--- src/sv/ired_pkg.sv ---
`default_nettype none
package ired_pkg;

    localparam int INTERVAL_WIDTH = 8;
    localparam int S_TDATA_WIDTH  = ((INTERVAL_WIDTH + 7) / 8) * 8;
    localparam int M_TDATA_WIDTH  = 24;
    localparam int CFG_IDX_WIDTH  = 8;
    localparam int CFG_DATA_WIDTH = 8;
    localparam int FRAME_EDGES    = 32;
    localparam int STORE_ADDR_W   = $clog2(FRAME_EDGES);
    localparam int EDGE_IDX_WIDTH = 6;
    localparam int BYTE_SEL_W     = 2;

    typedef enum logic [CFG_IDX_WIDTH-1:0] {
        REG_ZERO_MIN     = 8'd0,
        REG_ZERO_MAX     = 8'd1,
        REG_ONE_MIN      = 8'd2,
        REG_ONE_MAX      = 8'd3,
        REG_LEAD_LIMIT   = 8'd4,
        REG_REPEAT_LIMIT = 8'd5
    } reg_index_t;

    localparam logic [7:0] RST_ZERO_MIN     = 8'd8;
    localparam logic [7:0] RST_ZERO_MAX     = 8'd14;
    localparam logic [7:0] RST_ONE_MIN      = 8'd18;
    localparam logic [7:0] RST_ONE_MAX      = 8'd26;
    localparam logic [7:0] RST_LEAD_LIMIT   = 8'd125;
    localparam logic [7:0] RST_REPEAT_LIMIT = 8'd105;

    localparam logic [7:0] BYTE_LOW_MASK = 8'h7f;
    localparam logic [7:0] BYTE_TOP_BIT  = 8'h80;
    localparam logic [7:0] BYTE_ALL_ONES = 8'hff;

    typedef struct packed {
        logic [7:0] zero_min;
        logic [7:0] zero_max;
        logic [7:0] one_min;
        logic [7:0] one_max;
        logic [7:0] lead_limit;
        logic [7:0] repeat_limit;
    } cfg_t;

endpackage
`default_nettype wire

--- src/sv/ired_ram.sv ---
`default_nettype none
module ired_ram #(
    parameter int WIDTH = 8,
    parameter int DEPTH = 32
) (
    input  wire logic                     aclk,
    input  wire logic                     wr_en,
    input  wire logic [$clog2(DEPTH)-1:0] wr_addr,
    input  wire logic [WIDTH-1:0]         wr_data,
    input  wire logic [$clog2(DEPTH)-1:0] rd_addr,
    output logic      [WIDTH-1:0]         rd_data
);

    logic [WIDTH-1:0] mem [DEPTH];

    always_ff @(posedge aclk) begin
        if (wr_en) begin
            mem[wr_addr] <= wr_data;
        end
        rd_data <= mem[rd_addr];
    end

endmodule
`default_nettype wire

--- src/sv/ired_cfg_regs.sv ---
`default_nettype none
module ired_cfg_regs
    import ired_pkg::*;
(
    input  wire logic                      aclk,
    input  wire logic                      aresetn,
    input  wire logic                      cfg_valid,
    output logic                           cfg_ready,
    input  wire logic [CFG_IDX_WIDTH-1:0]  cfg_index,
    input  wire logic [CFG_DATA_WIDTH-1:0] cfg_data,
    output cfg_t                           cfg
);

    cfg_t cfg_reg;

    assign cfg_ready = 1'b1;
    assign cfg       = cfg_reg;

    always_ff @(posedge aclk) begin
        if (!aresetn) begin
            cfg_reg.zero_min     <= RST_ZERO_MIN;
            cfg_reg.zero_max     <= RST_ZERO_MAX;
            cfg_reg.one_min      <= RST_ONE_MIN;
            cfg_reg.one_max      <= RST_ONE_MAX;
            cfg_reg.lead_limit   <= RST_LEAD_LIMIT;
            cfg_reg.repeat_limit <= RST_REPEAT_LIMIT;
        end else if (cfg_valid) begin
            unique case (cfg_index)
                REG_ZERO_MIN:     cfg_reg.zero_min     <= cfg_data;
                REG_ZERO_MAX:     cfg_reg.zero_max     <= cfg_data;
                REG_ONE_MIN:      cfg_reg.one_min      <= cfg_data;
                REG_ONE_MAX:      cfg_reg.one_max      <= cfg_data;
                REG_LEAD_LIMIT:   cfg_reg.lead_limit   <= cfg_data;
                REG_REPEAT_LIMIT: cfg_reg.repeat_limit <= cfg_data;
                default:          cfg_reg              <= cfg_reg;
            endcase
        end
    end

endmodule
`default_nettype wire

--- src/sv/ired_bit_unit.sv ---
`default_nettype none
module ired_bit_unit
    import ired_pkg::*;
(
    input  wire logic [INTERVAL_WIDTH-1:0] interval,
    input  wire cfg_t                      cfg,
    input  wire logic [7:0]                byte_in,
    output logic      [7:0]                byte_out
);

    logic is_zero;
    logic is_one;

    always_comb begin
        is_zero = (interval > INTERVAL_WIDTH'(cfg.zero_min)) &&
                  (interval < INTERVAL_WIDTH'(cfg.zero_max));
        is_one  = (interval > INTERVAL_WIDTH'(cfg.one_min)) &&
                  (interval < INTERVAL_WIDTH'(cfg.one_max));
        if (is_zero) begin
            byte_out = (byte_in >> 1) & BYTE_LOW_MASK;
        end else if (is_one) begin
            byte_out = (byte_in >> 1) | BYTE_TOP_BIT;
        end else begin
            byte_out = byte_in;
        end
    end

endmodule
`default_nettype wire

--- src/sv/ir_edge_interval_decoder_unit.sv ---
// Channel  Direction  Handshake            Payload
// s_       in         s_tvalid / s_tready  tdata: interval; tuser: timed_out
// m_       out        m_tvalid / m_tready  tdata: key, address_low, address_high;
//                                          tuser: code_ok
// cfg_     in         cfg_valid / cfg_ready cfg_index, cfg_data
//
// An edge that does not complete a frame is accepted while s_tready stays high.
// The 32nd stored edge starts a decode, followed by any wait for the output
// register: one stored interval is read from the RAM and classed per cycle.
// s_tready is low during the decode. A result held on m_ blocks edges only while a finished decode waits for it.
// aresetn is synchronous: flags, edge index and frame bytes clear; config registers load their defaults.
`default_nettype none
module ir_edge_interval_decoder_unit
    import ired_pkg::*;
(
    input  wire logic                      aclk,
    input  wire logic                      aresetn,
    input  wire logic                      s_tvalid,
    output logic                           s_tready,
    input  wire logic [S_TDATA_WIDTH-1:0]  s_tdata,  // interval
    input  wire logic                      s_tuser,  // timed_out
    output logic                           m_tvalid,
    input  wire logic                      m_tready,
    output logic      [M_TDATA_WIDTH-1:0]  m_tdata,  // key, address_low, address_high
    output logic                           m_tuser,  // code_ok
    input  wire logic                      cfg_valid,
    output logic                           cfg_ready,
    input  wire logic [CFG_IDX_WIDTH-1:0]  cfg_index,
    input  wire logic [CFG_DATA_WIDTH-1:0] cfg_data
);

    typedef enum logic [1:0] {
        ST_IDLE,
        ST_DECODE,
        ST_FINISH
    } state_t;

    cfg_t                        cfg;
    state_t                      state_reg, state_next;
    logic [EDGE_IDX_WIDTH-1:0]   edge_idx_reg, edge_idx_next;
    logic [EDGE_IDX_WIDTH-1:0]   edge_inc;
    logic                        lead_reg, lead_next;
    logic                        repeat_reg, repeat_next;
    logic [7:0]                  frame_reg [4];
    logic [7:0]                  frame_next [4];
    logic [STORE_ADDR_W:0]       cnt_reg, cnt_next;
    logic                        proc_valid_reg, proc_valid_next;
    logic [STORE_ADDR_W-1:0]     proc_pos_reg, proc_pos_next;
    logic                        m_tvalid_reg, m_tvalid_next;
    logic [M_TDATA_WIDTH-1:0]    m_tdata_reg, m_tdata_next;
    logic                        m_tuser_reg, m_tuser_next;
    logic [INTERVAL_WIDTH-1:0]   in_interval;
    logic                        in_accept;
    logic                        wr_en;
    logic [STORE_ADDR_W-1:0]     rd_addr;
    logic [INTERVAL_WIDTH-1:0]   rd_data;
    logic [BYTE_SEL_W-1:0]       byte_sel;
    logic [7:0]                  byte_shifted;
    logic [8:0]                  check_sum;
    logic                        ok;

    ired_cfg_regs u_cfg (
        .aclk      (aclk),
        .aresetn   (aresetn),
        .cfg_valid (cfg_valid),
        .cfg_ready (cfg_ready),
        .cfg_index (cfg_index),
        .cfg_data  (cfg_data),
        .cfg       (cfg)
    );

    ired_ram #(
        .WIDTH (INTERVAL_WIDTH),
        .DEPTH (FRAME_EDGES)
    ) u_store (
        .aclk    (aclk),
        .wr_en   (wr_en),
        .wr_addr (edge_idx_reg[STORE_ADDR_W-1:0]),
        .wr_data (in_interval),
        .rd_addr (rd_addr),
        .rd_data (rd_data)
    );

    assign byte_sel = proc_pos_reg[STORE_ADDR_W-1 -: BYTE_SEL_W];

    ired_bit_unit u_bit (
        .interval (rd_data),
        .cfg      (cfg),
        .byte_in  (frame_reg[byte_sel]),
        .byte_out (byte_shifted)
    );

    assign in_interval = s_tdata[INTERVAL_WIDTH-1:0];
    assign s_tready    = (state_reg == ST_IDLE);
    assign in_accept   = s_tvalid && s_tready;
    assign wr_en       = in_accept && !s_tuser && (lead_reg || repeat_reg);
    assign edge_inc    = edge_idx_reg + EDGE_IDX_WIDTH'(1);
    assign rd_addr     = cnt_reg[STORE_ADDR_W-1:0];
    assign m_tvalid    = m_tvalid_reg;
    assign m_tdata     = m_tdata_reg;
    assign m_tuser     = m_tuser_reg;

    always_comb begin
        check_sum = {1'b0, frame_reg[2]} + {1'b0, frame_reg[3]};
        ok        = (check_sum == {1'b0, BYTE_ALL_ONES});
    end

    always_comb begin
        state_next      = state_reg;
        edge_idx_next   = edge_idx_reg;
        lead_next       = lead_reg;
        repeat_next     = repeat_reg;
        frame_next      = frame_reg;
        cnt_next        = cnt_reg;
        proc_valid_next = 1'b0;
        proc_pos_next   = proc_pos_reg;
        m_tvalid_next   = m_tvalid_reg;
        m_tdata_next    = m_tdata_reg;
        m_tuser_next    = m_tuser_reg;

        if (m_tvalid_reg && m_tready) begin
            m_tvalid_next = 1'b0;
        end

        if (proc_valid_reg) begin
            frame_next[byte_sel] = byte_shifted;
        end

        unique case (state_reg)
            ST_IDLE: begin
                if (in_accept) begin
                    if (s_tuser) begin
                        edge_idx_next = '0;
                        lead_next     = 1'b0;
                        repeat_next   = 1'b0;
                    end else begin
                        if (lead_reg || repeat_reg) begin
                            if (edge_inc >= EDGE_IDX_WIDTH'(FRAME_EDGES)) begin
                                edge_idx_next = '0;
                                lead_next     = 1'b0;
                                cnt_next      = '0;
                                state_next    = ST_DECODE;
                            end else begin
                                edge_idx_next = edge_inc;
                            end
                        end
                        if (in_interval > INTERVAL_WIDTH'(cfg.lead_limit)) begin
                            lead_next     = 1'b1;
                            edge_idx_next = '0;
                        end
                        if (in_interval > INTERVAL_WIDTH'(cfg.repeat_limit)) begin
                            repeat_next   = 1'b1;
                            edge_idx_next = '0;
                        end
                    end
                end
            end
            ST_DECODE: begin
                if (!cnt_reg[STORE_ADDR_W]) begin
                    proc_valid_next = 1'b1;
                    proc_pos_next   = cnt_reg[STORE_ADDR_W-1:0];
                    cnt_next        = cnt_reg + (STORE_ADDR_W+1)'(1);
                end else begin
                    state_next = ST_FINISH;
                end
            end
            ST_FINISH: begin
                if (!m_tvalid_reg || m_tready) begin
                    m_tvalid_next = 1'b1;
                    m_tdata_next  = {frame_reg[1], frame_reg[0],
                                     ok ? frame_reg[2] : BYTE_ALL_ONES};
                    m_tuser_next  = ok;
                    state_next    = ST_IDLE;
                end
            end
            default: state_next = ST_IDLE;
        endcase
    end

    always_ff @(posedge aclk) begin
        if (!aresetn) begin
            state_reg      <= ST_IDLE;
            edge_idx_reg   <= '0;
            lead_reg       <= 1'b0;
            repeat_reg     <= 1'b0;
            frame_reg      <= '{default: '0};
            cnt_reg        <= '0;
            proc_valid_reg <= 1'b0;
            m_tvalid_reg   <= 1'b0;
        end else begin
            state_reg      <= state_next;
            edge_idx_reg   <= edge_idx_next;
            lead_reg       <= lead_next;
            repeat_reg     <= repeat_next;
            frame_reg      <= frame_next;
            cnt_reg        <= cnt_next;
            proc_valid_reg <= proc_valid_next;
            m_tvalid_reg   <= m_tvalid_next;
        end
        proc_pos_reg <= proc_pos_next;
        m_tdata_reg  <= m_tdata_next;
        m_tuser_reg  <= m_tuser_next;
    end

endmodule
`default_nettype wire

--- config.mk ---
export PLATFORM = sky130hd
export DESIGN_NAME = ir_edge_interval_decoder_unit
export DESIGN_NICKNAME = d
export VERILOG_FILES = /design/src/sv/ired_pkg.sv /design/src/sv/ired_ram.sv /design/src/sv/ired_cfg_regs.sv /design/src/sv/ired_bit_unit.sv /design/src/sv/ir_edge_interval_decoder_unit.sv
export SDC_FILE = /design/constraint.sdc
export NUM_CORES = 1
export LEC_CHECK = 0
export ABC_AREA = 1
export BUFFER_PORTS_ARGS = -buffer_cell sky130_fd_sc_hd__buf_2
export CAP_MARGIN = 20
export CORE_MARGIN = 5
export CORE_UTILIZATION = 30
export DETAILED_ROUTE_END_ITERATION = 12
export PLACE_DENSITY_LB_ADDON = 0.2
export SYNTH_ARGS = -nofsm -noshare
export SYNTH_HDL_FRONTEND = slang
export SYNTH_SLANG_ARGS = --single-unit
--- constraint.sdc ---
create_clock -name aclk -period 3.3 [get_ports aclk]
set_clock_uncertainty 0.05 [all_clocks]
set_input_delay 0.165 -clock aclk [delete_from_list [all_inputs] [get_ports aclk]]
set_output_delay 0.165 -clock aclk [all_outputs]
set_load 0.05 [all_outputs]
# After elaboration in Yosys (flattened, before gate mapping)
# Memories as Yosys holds them, arrays and structs flattened. A register that Yosys moved wholly into a read port is not among the register bits.
# Index checks and enable logic that the tools add are counted.
# word_totals
memories	1
output_inout_bits	28
ram_bits	256
register_bits	128
# memory_table
memory	words	word_bits	read_ports	rd_clocked_by_memory_dff	wr	line	text
u_store.mem	32	8	1	1	1	ired_ram.sv:14	logic [WIDTH-1:0] mem [DEPTH];
# op_classes
mux	38
eq_ne	15
magnitude_cmp	9
n_reduce_logical	33
n_addsub	3
bitwise	2
# op_table
op	n
$mux W6	10
$mux W8	5
$bwmux W32	1
$gt A8 B8 Y1	4
$reduce_and A2 Y1	9
$bmux W8 S2	1
$demux W8 S2	1
$eq A8 B2 Y1 const B	2
$eq A8 B3 Y1 const B	2
$lt A8 B8 Y1	2
$add A6 B1 Y6 const B	2
$mux W1	12
$mux W2	6
$pmux W6 S2	1
$reduce_and A6 Y1	2
$add A8 B8 Y9	1
$eq A9 B8 Y1 const B	1
$eq A8 B1 Y1 const B	1
$logic_not A8 Y1	1
$ne A2 B2 Y1 const B	4
$logic_and A1 B1 Y1	7
$ge A6 B6 Y1 const B	1
$ne A2 B1 Y1 const B	3
$pmux W2 S3	1
other kinds (15)	20

# Depth between registers and ports, before layout
# depth
word_depth	7
ltp_mapped	16

# Hierarchy
# Synthesis repeated with hierarchy kept, for this count alone.
# unflattened
cells_unflattened	1820
area_unflattened_um2	17643.2
# modules_own_cells
mod	seq_area_each_um2	area_each_um2	cells_per_inst	instances
ired_ram	7847.5	10786.6	922	1
ir_edge_interval_decoder_unit	1811.7	3844.9	459	1
ired_cfg_regs	960.9	2028.2	278	1
ired_bit_unit	0.0	983.4	161	1

# Least setup slack after synthesis
# OpenSTA, ideal clock, no wires.
# synth_timing
path_kind	reg-to-reg
start	register m_tvalid_reg (netlist: m_tvalid)
end	register m_tdata_reg[0] (netlist: m_tdata[0]) (enable)
period_less_slack_ns	2.845
slack_ns	0.455
path_stages_with_launch	4
arrival_time_ns	2.356
setup_ns	0.438
required_ns	2.812
path_cell_list	dfxtp_1 > inv_1 > nor2_1 > nor3_1
# synth_between
elab_chain_cells	3
# synth_rtl
element	line	text
from (decl)	ir_edge_interval_decoder_unit.sv:49	logic m_tvalid_reg, m_tvalid_next;
from (signal assigned)	ir_edge_interval_decoder_unit.sv:198	m_tvalid_reg <= m_tvalid_next;
$logic_not A1 Y1	ir_edge_interval_decoder_unit.sv:168	if (!m_tvalid_reg || m_tready) begin
$logic_or A1 B1 Y1	ir_edge_interval_decoder_unit.sv:168	
$reduce_and A2 Y1 (no source line)	--	
to (signal assigned)	ir_edge_interval_decoder_unit.sv:201	m_tdata_reg <= m_tdata_next;
to (decl)	ir_edge_interval_decoder_unit.sv:50	logic [M_TDATA_WIDTH-1:0] m_tdata_reg, m_tdata_next;
# Every way passes these cells.
# A chain may end at the register's enable or synchronous reset.

# Final worst setup path
# layout_timing
start	register state_reg[0]
end	memory u_store.mem[29][6] (enable)
# layout_between
elab_chain_cells	6
# layout_rtl
element	line	text
from (decl)	ir_edge_interval_decoder_unit.sv:39	state_t state_reg, state_next;
from (signal assigned)	ir_edge_interval_decoder_unit.sv:191	state_reg <= state_next;
$logic_not A2 Y1	ir_edge_interval_decoder_unit.sv:94	assign s_tready = (state_reg == ST_IDLE);
$logic_and A1 B1 Y1	ir_edge_interval_decoder_unit.sv:95	assign in_accept = s_tvalid && s_tready;
$logic_and A1 B1 Y1 (2 in a row)	ir_edge_interval_decoder_unit.sv:96	assign wr_en = in_accept && !s_tuser && (lead_reg || repeat_reg);
$mux W1	ired_ram.sv:17	if (wr_en) begin
$mux W1 (implied by the code)	ired_ram.sv:18	mem[wr_addr] <= wr_data;
to (decl)	ired_ram.sv:14	
# Every way passes these cells.

==> metrics.md <==
| Metric | Value |
|---|---|
| Status | complete, no violations |
| Syn. warnings | 0 |
| Worst hold slack | 37.5 ps |
| Critical path class | reg2reg |
| First-pass GRT wire length | 70,900 µm |
| Mapped Cells | 1,639 |
| Final instance area | 0.0194 mm² |
| Pwr dens | approximately 500 mW/mm² |
| Final HPWL DP | 30,800 µm |
| Share of layout cells above drive strength 1 | 0.0881 |
| Gp weighted congestion | 0.828 |
| Min-delay worst type | in2reg |
| Mapped Area | 0.0169 mm² |
| # port buffers | 56 |
| Peak Freq | 387 MHz |
| Die Footprint | 0.0612 mm² |
| Die W | 247 µm |
| Cell depth of the worst flop-to-flop path | 7 |
| Critical path fanouts, max | 8 |
| Syn nets | 1,729 |
| Pin count of the biggest net entering global routing | 95 |
| Multi-input combinational cell area | 0.00532 mm² |
| Initial DRC Count | between 700 and 800 |
| Num Clock Sinks | between 300 and 400 |
| FF-to-FF Start | state_reg[0] |
| CP Launch Type | flop |
| Synth-to-layout area growth | 14.7% |
| Post-Syn Area per Cell | ~10 µm² |
| Storage element area | 0.0106 mm² |
| Synth Register Bits | 389 |
| DRT Pass-1 Iters | 8 |
| Peak supply drop | 0.000411 V |
| H-tree levels | 2 |
| Setup Buffers After CTS | 0 |
| Fin crit share | 0.783 |
| Synth Area in Compound Gates | 0.125 |
| Main combinational cell family by area after synthesis | simple AND/OR/NAND/NOR gates |
| RSZ-0062 raised after global routing | false |
| Clock buffer depth | 3 |
| Final setup violation count | 0 |
| CTS tree | done |
| Crit. End Element | flop |
| Total Wirelength | 46,500 µm |
| Adder-Cell Fraction of Synth Area | 0.0449 |
| Number of antenna violations at the first check in global routing | 3 |
| Worst Setup SP | state_reg[0] |
| Pins over their slew limit | 0 |
| Filler Cells Inserted | about 5.7k |
| Wirelength per Cell | 18.6 µm |
| Largest register FFs | 256 |
| Worst slew pin tran | roughly 1100 ps |
| Total grt overflow | 0 |
| Non-Filler Instances | 2,493 |
| CP required | 3470 ps |
| Rel. slew slack | 0.278 |
| DP Cell Count | 2,402 |
| Drt drc | 0 |
| Mux contribution to synthesized area | 0 |
| Inserted Clock Buffers | 42 |
| Crit path to | u_store.mem[29][6] |
| TNS Setup | 0 ps |
| Row count | 87 |
| Die Y | between 200 and 250 µm |
| Via density | 4.83 |
| Placed cell areas | ~0.018 mm² |
| Simple-gate share of the synthesized area | 0.142 |
| Flop-to-flop setup slack | 720 ps |
| Final #Nets | about 1.8k |
| Synth Area in XOR/XNOR | 0.00207 |
| Initial core utilization | 0.301 |
| CORE AREA | 0.0561 mm² |
| Final Hold Viols | 0 |
| Resized cells post-CTS | 0 |
| Period minus WS final | roughly 2600 ps |
| Clock Latency Late Sink | 590 ps |
| Netlist cell types | 43 |
| Leakage | a little over 7 nW |
| Crit path DAT | 2750 ps |
| Routed Antenna Nets | 0 |
| DR vias | 12.0k |
| N_diodes | 0 |
| CTS Hold Buffers Added | 14 |
| I/O pin cnt | 58 |
| Fraction of the yosys area taken by sequential cells | 0.628 |
| Vias in the first global route | 12.1k |
| Clock root cell | clkbuf_16 |
| RR Endpoint | u_store.mem[29][6] |
| Max-cap violation count | 0 |
| GRT Resource Usage Total | 0.150 |
| Clk pin slew, worst setup/hold paths | 60 ps |
## stage by stage
stage           util  worst slack, ps  total power [mW]
6_report       0.346              716              9.97
5_1_grt        0.346              514              10.3
2_1_floorplan      -              455              5.44
4_1_cts        0.346              715              10.1
3_3_place_gp   0.320              727              5.60
3_5_place_dp   0.320              712              5.60
## per-layer routing
| metal | up-vias | routed length (µm) | track usage |
|---|---|---|---|
| met1 | 5791 | 21200 | 0.207 |
| met3 | 69 | 2810 | 0.0285 |
| met4 | 2 | 958 | 0.0398 |
| met5 | - | 16 | 0 |
| li1 | 5852 | - | - |
| met2 | 329 | 21500 | 0.245 |
## layout make-up
type / instances / area share
repair buffers: 94 / 0.0316
clock buffers: 53 / 0.0569
multi-input cells: 1016 / 0.274
clock inverters: 23 / 0.00910
flip-flops and latches: 389 / 0.548
inverters: 162 / 0.0314
well taps: 756 / 0.0488
## synthesized netlist by cell type (all sizes together)
library cell,number,area (µm²)
nand4,28,175
o211ai,49,368
xor2,4,35.0
nand3,65,335
ha,59,738
or3,1,6.26
o221ai,9,78.8
o21bai,2,15.0
inv,159,597
and2,1,6.26
o22ai,33,206
conb,1,3.75
nor3b,1,7.51
a22oi,6,45.0
nor4,2,12.5
a21o,2,15.0
fa,1,20.0
a211oi,2,15.0
edfxtp,283,8500
nor3,11,70.1
buf,31,208
and3,1,6.26
nor2b,1,6.26
o21a,10,75.1
a21oi,77,385
o2111ai,1,8.76
o21ai,177,886
nand2,207,782
dfxtp,106,2120
nor2,263,992
o31ai,2,15.0
clkbuf,41,155
clkinv,3,11.3
## worst min-delay path by stage
stage	start	to	slack, ps	cells after the start
after floorplan	s_tdata[0]	u_store.mem[0][0]	210	0
after global placement	cfg_data[4]	u_cfg.cfg[20]	380	3
after detailed placement	cfg_data[4]	u_cfg.cfg[20]	380	3
after CTS	cfg_index[3]	u_cfg.cfg[39]	9	5
after global routing	cfg_index[3]	u_cfg.cfg[39]	70	5
final	cfg_index[3]	u_cfg.cfg[39]	40	5
## logic make-up (layout without fill, tap and decap cells)
family / count (synthesis) / count (layout)
other cells: 1 / 1
xor+xnor: 4 / 4
flops: 389 / 389
simple gates: 581 / 581
compound gates: 370 / 370
fa+ha+maj: 60 / 60
buf+inv: 234 / 332
## critical path: stages (launching register included)
cell and delay, ps:
dfxtp_1 330, inv_1 70, nand2_1 80, inv_2 60, nand2_1 50, nor2_1 360, nand2_1 520, nor2_1 690
## cells in the final DEF, fill, tap and decap left out, drive strengths merged, types with 2 or more instances in the layout
cell and instances:
nand4 28, a21oi 77, o21a 10, nor2 263, o31ai 2, a21o 2
o21ai 177, a211oi 2, o22ai 33, clkinvlp 2, nor4 2, clkinv 22
edfxtp 283, nand3 65, nand2 207, nor3 11, dlygate4sd3 14, ha 59
a22oi 6, o211ai 49, dfxtp 106, clkbuf 53, xor2 4, o221ai 9
buf 80, o21bai 2, inv 160
## report_power, final
group	leakage, nW	switching, mW	internal [mW]
logic	3.09	0.197	0.0653
registers	3.40	0.00989	5.24
clock network	0.625	1.99	2.47
Note: power is estimated with default switching activity, not from simulation.
